--- src/rtl/iabst_pkg.sv ---
`default_nettype none
// ----------------------------------------------------------------------------
// iabst_pkg
// Shared types and constants for the implicit-array BST key map.
// ----------------------------------------------------------------------------
package iabst_pkg;

  localparam int LEVELS_DEF    = 10;
  localparam int KEY_WIDTH_DEF = 32;
  localparam int IN_KEY_W      = 32;
  localparam int SLOT_W        = 10;

  localparam logic CMD_LOOKUP = 1'b0;
  localparam logic CMD_INSERT = 1'b1;

  typedef struct packed {
    logic                command;
    logic [IN_KEY_W-1:0] key;
  } in_item_t;

  typedef struct packed {
    logic              hit;
    logic [SLOT_W-1:0] slot;
    logic              overflow;
  } out_item_t;

  typedef enum logic [1:0] {
    ST_CLEAR,
    ST_IDLE,
    ST_WALK
  } state_t;

  typedef struct packed {
    logic clear_wr;
    logic start;
    logic step;
    logic finish;
  } ctrl_cmd_t;

  typedef struct packed {
    logic clr_last;
    logic term;
    logic out_free;
  } ctrl_sts_t;

endpackage : iabst_pkg
`default_nettype wire

--- src/rtl/iabst_ctrl.sv ---
`default_nettype none
// ----------------------------------------------------------------------------
// iabst_ctrl
// Sequencer: clearing pass after reset, then accept / descend / finish.
// ----------------------------------------------------------------------------
module iabst_ctrl import iabst_pkg::*; (
  input  wire logic      clk,
  input  wire logic      rst_n,
  input  wire logic      in_valid,
  output logic           in_stall,
  input  wire ctrl_sts_t sts,
  output ctrl_cmd_t      cmd
);

  state_t st_r, st_nxt;

  always_ff @(posedge clk) begin
    if (!rst_n) begin
      st_r <= ST_CLEAR;
    end else begin
      st_r <= st_nxt;
    end
  end

  always_comb begin
    st_nxt = st_r;
    case (st_r)
      ST_CLEAR: begin
        if (sts.clr_last) st_nxt = ST_IDLE;
      end
      ST_IDLE: begin
        if (in_valid) st_nxt = ST_WALK;
      end
      ST_WALK: begin
        if (sts.term && sts.out_free) st_nxt = ST_IDLE;
      end
      default: st_nxt = ST_CLEAR;
    endcase
  end

  always_comb begin
    cmd      = '0;
    in_stall = 1'b1;
    case (st_r)
      ST_CLEAR: begin
        cmd.clear_wr = 1'b1;
      end
      ST_IDLE: begin
        in_stall  = 1'b0;
        cmd.start = in_valid;
      end
      ST_WALK: begin
        cmd.step   = !sts.term;
        cmd.finish = sts.term && sts.out_free;
      end
      default: begin
        cmd = '0;
      end
    endcase
  end

endmodule : iabst_ctrl
`default_nettype wire

--- config.mk ---
export PLATFORM = sky130hd
export DESIGN_NAME = iabst_ctrl
export DESIGN_NICKNAME = d
export VERILOG_FILES = /design/src/rtl/iabst_pkg.sv /design/src/rtl/iabst_ctrl.sv
export SDC_FILE = /design/constraint.sdc
export NUM_CORES = 1
export LEC_CHECK = 0
export ABC_CLOCK_PERIOD_IN_PS = 1270
export BUFFER_PORTS_ARGS = -buffer_cell sky130_fd_sc_hd__buf_2
export CELL_PAD_IN_SITES_DETAIL_PLACEMENT = 1
export CELL_PAD_IN_SITES_GLOBAL_PLACEMENT = 2
export CORE_AREA = 3 3 40 42
export CTS_CLUSTER_SIZE = 8
export DETAILED_ROUTE_END_ITERATION = 6
export DIE_AREA = 0 0 43 45
export PLACE_DENSITY_LB_ADDON = 0.1
export RECOVER_POWER = 50
export SKIP_LAST_GASP = 1
export SYNTH_ARGS = -nofsm -noshare
export SYNTH_HDL_FRONTEND = slang
export SYNTH_SLANG_ARGS = --single-unit
--- constraint.sdc ---
create_clock -name clk -period 1.27 [get_ports clk]
set_input_delay 0.0635 -clock clk [delete_from_list [all_inputs] [get_ports clk]]
set_output_delay 0.0635 -clock clk [all_outputs]
set_load 0.05 [all_outputs]
; Word-level counts from Yosys, hierarchy flattened
; Cells that the tools add are included.
[word_totals]
ff_bits = 2
elab_cells = 18
[classes]
muxes = 8
eq_ne = 5
n_reduce_logical = 4
[ops]
columns = op, n
row1 = 2-bit two-way mux, 4
row2 = 2-bit inequality test (second input constant), 3
row3 = 2-bit case mux with 3 select lines, 1
row4 = 1-bit two-way mux, 3
row5 = 3-bit AND reduction, 1
row6 = 2-bit by 1-bit equality test with 1-bit output (second input constant), 1
row7 = 2-bit equality test (second input constant), 1
row8 = 2-bit zero test, 1
row9 = 1-bit logical AND, 1
row10 = 1-bit zero test, 1

; Depth between registers and ports, before layout
; Gate-level depths: netlist of run 1.
[logic_depth]
word_depth = 3
ltp_mapped = 3

; Worst setup path before layout of run 1
; Ideal clock, no wire load.
[synth_timing]
path_type = register to register
from = reg st_r[1]
to = reg st_r[1]
arrival_time_ns = 1.741
setup_slack_ns = -0.531
required_time_ns = 1.210
stages_incl_launch_ff = 4
setup_ns = 0.060
path_cell_list = dfxtp_1 nand2b_1 nor2_1 o21a_1
[synth_between]
elab_chain_cells = 3
word_cells_on_any_way = 8
cone_classes = eq/ne (5) / mux (1) / reduce/logical (2)
[synth_rtl]
columns = item, line
row1 = "start, declared", iabst_ctrl.sv:15  ; state_t st_r, st_nxt;
row2 = "start signal, assigned", iabst_ctrl.sv:21  ; st_r <= st_nxt;
row3 = "2-bit equality test, or another cell as far along", iabst_ctrl.sv:27  ; case (st_r)
row4 = 2-bit inequality test (no line), -
row5 = 3-bit AND reduction (no line), -
; Parallel ways exist; a longest one is shown, timed or not.
; A chain may end at the register's enable or synchronous reset.

==> qor.csv, run 1 <==
metric,value,unit
Synth area leader,dfxtp_1,
Psw,94.8,µW
Antenna diodes,0,
hold crit path type,primary input to flop,
Synth Cell Area,114,µm²
cell chain of the critical path,nand2b_2 -> nor2_4 -> buf_2,
"FF+latch count, synth",2,
Netlist cell types,10,
CP endpoint kind,output pin,
Seq pwr share,0.252,
power per cell area,1320,nW/µm²
initial drt markers,1,
CP max stage cell,dfxtp_1,
Final period util,0.945,
DR WL/cell,9.65,µm
Final Setup Violations,0,
vias in the first global route,166,
die height,45,µm
share of layout cells above drive strength 1,0.571,
top cell type's share of synthesized area,0.352,
Sequential cell area,40.0,µm²
Startpoint Class,flop,
Congestion Overflow GR,0,
normalized max-slew margin,0.815,
CP Buf/Inv Count,1,
clk root buf,clkbuf_4,
first-pass GRT wire length,710,µm
multi-input logic area,80.1,µm²
DRT Wirelength,415,µm
initial core utilization,0.0886,
Worst-Skew Late Latency,220,ps
clk buf depth,2,
via count,150,
area of the core,1280,µm²
hold-fix buffer count after cts,0,
Mapped Cells,15,
Die W,43,µm
Clock Sinks,2,
P_leak,0.0989,nW
status,completed,
Final Max Tran Viols,0,
Final Instance Area,220,µm²
"delay-heaviest family, CP",flip-flops,
drt first pass iters,3,
post-place setup slack,247,ps
routability cong.,0.587,
Clock Skews,0.775,ps
worst-path fanout max,5,
vias per inst,3.49,
Std-Cell Rows,13,
"Req. time, crit path",1210,ps
Max Cap Violations,0,
final hold violations,0,
CTS tree,built,
syn nets,21,
Comb power frac,0.270,
fill count,157,
Area contributors post-synth,"dfxtp_1, nor3b_1, nand2b_1",
Largest regs,st_r (2),
yosys warns,0,
Worst path max stage delay,330,ps
Internal,197,µW
Port-buffer cells,10,
peak supply drop,311,µV
sequential fraction of the synthesis area,0.352,
DP Area,193,µm²
"non-filler cells, final",43,
CTS H-Tree Depth,1,
Post-CTS Setup Bufs,0,
Slew @ Worst Pin,278,ps
worst hold margin,69.6,ps
initial antenna violation count,0,
Inserted Clock Buffers,3,
Switching Share,0.325,
Post-Place Cells,40,
slack of the critical path,70.3,ps
residual DRC count,0,
Syn Area/Cell,7.59,µm²
die area,1940,µm²
Largest register FFs,2,
CP arrival,1140,ps
Final Power,292,µW
Top reg by flops,st_r,
"Clk pin slew, worst setup/hold paths",30,ps
Final #Nets,36,
Tmin final,1200,ps
"Area growth, synth to finish",93.4,%
Clk pwr share,0.478,
unrepaired setup endpoints after global routing,yes,
Routed Antenna Nets,0,
Top Ports,11,
largest net degree at the start of global routing,6,
Max Clock Freq,834,MHz
GRT Overall Usage,0.0565,
kind of critical path,flop to output pin,
[synth_stat cells]
cell type / instances
a21oi_1: 1
dfxtp_1: 2
inv_1: 1
nand2_1: 1
nand2b_1: 2
nor2_1: 3
nor2_2: 1
nor3b_1: 2
o21a_1: 1
o31a_1: 1
[metrics by stage]
step	setup TNS, ps	utilization
6_report	0	0.171
5_1_grt	-1.93	0.171
4_1_cts	0	0.167
3_5_place_dp	0	0.150
3_3_place_gp	0	0.150
2_1_floorplan	0	-
[logic make-up after synthesis]
logic type / share of synthesized area
simple gates: 0.429
compound gates: 0.187
flops: 0.352
buf+inv: 0.0329
[path summary, 6_finish.rpt]
path	startpoint	slack [ps]	cells past startpoint	endpoint
setup reg to reg	st_r[0]	250	3	st_r[0]
hold reg to reg	st_r[1]	700	2	st_r[0]
setup / recovery	st_r[1]	70	3	cmd[2]
hold / removal	rst_n	70	2	st_r[1]
[per-layer routing]
layer	global-route usage	wire, µm	vias to the layer above
li1	-	-	78
met2	0.0808	219	6
met4	0.0723	0	0
met1	0.0526	167	66
met3	0.0279	29	0
met5	0	0	-
[area by class of cell]
cell class / instances / share of cell area
Multi-Input combinational cell: 12 / 0.364
Timing Repair Buffer: 10 / 0.250
Clock buffer: 3 / 0.102
Inverter: 1 / 0.0170
Tap cell: 15 / 0.0852
Sequential cell: 2 / 0.182
[power groups by stage]
stage	clock (mW)	combinational, mW	sequential, mW
after global placement	0	0.0800	0.0737
after CTS	0.152	0.0801	0.0734
after floorplan	0	0.0576	0.0729
final	0.139	0.0788	0.0734
after detailed placement	0	0.0799	0.0743
after global routing	0.158	0.0848	0.0747
[placed cells by master (no fill, tap or decap)]
cell	instances
nor3b_1	2
buf_2	7
o21a_1	1
nor2_1	2
nor2_4	1
nand2_1	1
nand2b_1	1
o31a_1	1
nor2_2	1
nand2b_2	1
a21oi_1	1
inv_1	1
dfxtp_1	2
clkbuf_4	5
clkbuf_2	1
[repair_timing]
action / CTS / global route
setup endpoints to repair: 0 / 2
hold endpoints to repair: 0 / 0
resized for setup: 0 / 2
No activity file was read; power rests on OpenSTA's default activity.
==> run 2, diff against run 1 <==
HOLD_SLACK_MARGIN = 0.08   (was default)
==> run 2 against run 1 <==
  * Sequential power about the same
  * Combinational power is 3.0% higher
  * Largest power group unchanged
  * Critical endpoint unchanged
  * Largest cell class unchanged
  * Count of clock-buffer cells in the layout unchanged
  * Core utilization is 0.78 points higher
  * Total power is 0.81% higher
  * Flip-flop and latch count did not move
  * Sequential share of layout area fell by 0.79 points
  * Worst setup slack unchanged
  * Critical path depth unchanged
  * Cell count grew 2.3%
  * Fmax unchanged
  * Non-clock buffer count is 1 higher
==> qor.csv, run 2 (same netlist as run 1, synthesis figures left out) <==
metric,value,unit,change
Max Clock Freq,834,MHz,unchanged
"Clk pin slew, worst setup/hold paths",30,ps,about the same
Post-CTS Setup Bufs,0,,unchanged
final hold violations,0,,unchanged
Clock Skews,0.775,ps,unchanged
Setup TNS,0,ps,unchanged
Std-Cell Rows,13,,unchanged
Max Cap Violations,0,,unchanged
initial antenna violation count,0,,unchanged
Routed Antenna Nets,0,,unchanged
area of the core,1280,µm²,unchanged
GRT Overall Usage,0.0573,,+0.000831
"commonest non-fill, non-tap cell in the layout",buf_2,,
power per cell area,1280,nW/µm²,-3.6%
Die W,43,µm,unchanged
vias per inst,3.50,,+0.33%
DR WL/cell,9.50,µm,-1.6%
die area,1940,µm²,unchanged
via count,154,,+2.7%
most frequent cells in the layout,"buf_2, clkbuf_4, nor2_1, nor3b_1, dfxtp_1",,
status,completed,,
initial drt markers,1,,unchanged
drt first pass iters,3,,unchanged
Largest register FFs,2,,unchanged
Antenna diodes,0,,unchanged
vias in the first global route,172,,+3.6%
Worst-Skew Late Latency,220,ps,about the same
CP endpoint kind,output pin,,
CP arrival,1140,ps,about the same
CTS tree,built,,
residual DRC count,0,,unchanged
kind of critical path,flop to output pin,,
hold path depth,3,,+1
Port-buffer cells,10,,unchanged
"Area growth, synth to finish",102,%,
peak supply drop,311,µV,+0.14%
Largest regs,st_r (2),,
Top reg by flops,st_r,,
DRT Wirelength,418,µm,+0.72%
FF-to-FF path depth,3,,unchanged
Final #Nets,37,,+2.8%
hold crit path type,primary input to flop,,
worst-path fanout max,5,,unchanged
die height,45,µm,unchanged
"Req. time, crit path",1210,ps,about the same
unrepaired setup endpoints after global routing,yes,,
Final Setup Violations,0,,unchanged
CTS H-Tree Depth,1,,unchanged
Slew @ Worst Pin,278,ps,unchanged
share of layout cells above drive strength 1,0.552,,-0.0197
routability cong.,0.587,,unchanged
Clock Sinks,2,,unchanged
initial core utilization,0.0886,,unchanged
Tmin final,1200,ps,unchanged
P_leak,0.103,nW,+4.2%
Congestion Overflow GR,0,,unchanged
Final period util,0.945,,unchanged
normalized max-slew margin,0.815,,unchanged
Final Max Tran Viols,0,,unchanged
Inserted Clock Buffers,3,,unchanged
Top Ports,11,,unchanged
Startpoint Class,flop,,
clk root buf,clkbuf_4,,
"Core Util, Final",0.179,,+0.00779
largest net degree at the start of global routing,6,,unchanged
clk buf depth,2,,unchanged
first-pass GRT wire length,731,µm,+3.0%
## run 2: cell type report
type                       count  area (µm²)
fill                         158        1050
multi-input combinational     12        80.1
timing repair buffer          11        65.1
sequential                     2        40.0
clock buffer                   3        22.5
tap                           15        18.8
inverter                       1        3.75
## run 2: where the power goes
part	switching (mW)	internal (mW)
Sequential	0.00549	0.0679
Combinational	0.0545	0.0267
Clock	0.0352	0.104
## run 2: worst paths after layout
check	startpoint	to	slack [ps]
max	st_r[1]	cmd[2]	70
min	sts[0]	st_r[1]	200
max reg2reg	st_r[0]	st_r[0]	250
min reg2reg	st_r[1]	st_r[0]	700
## run 2: critical path: stages, from the launching register on
cell	delay (ps)
dfxtp_1	330
nand2b_2	210
nor2_4	110
buf_2	260
## run 2: through the flow
stage	worst slack [ps]	area, µm²	std cells	power (mW)	hold slack [ps]
after floorplan	28.0	124	15	0.130	181
after global placement	245	193	40	0.154	305
after detailed placement	247	193	40	0.154	301
after CTS	42.0	225	44	0.308	195
after global routing	-1.93	230	44	0.320	218
final	70.3	230	44	0.294	201
## run 2: per-layer routing
layer,vias up,part of all wire,global-route usage
met2,6,0.52,0.0808
met3,0,0.069,0.0279
met1,68,0.41,0.0550
met5,-,0,0
met4,0,0,0.0723
li1,80,-,-
## run 2: timing repair
item,CTS,global route
endpoints found under the hold margin,2,0
hold buffers,1,0
endpoints found under the setup margin,0,2
gates resized for setup,0,2
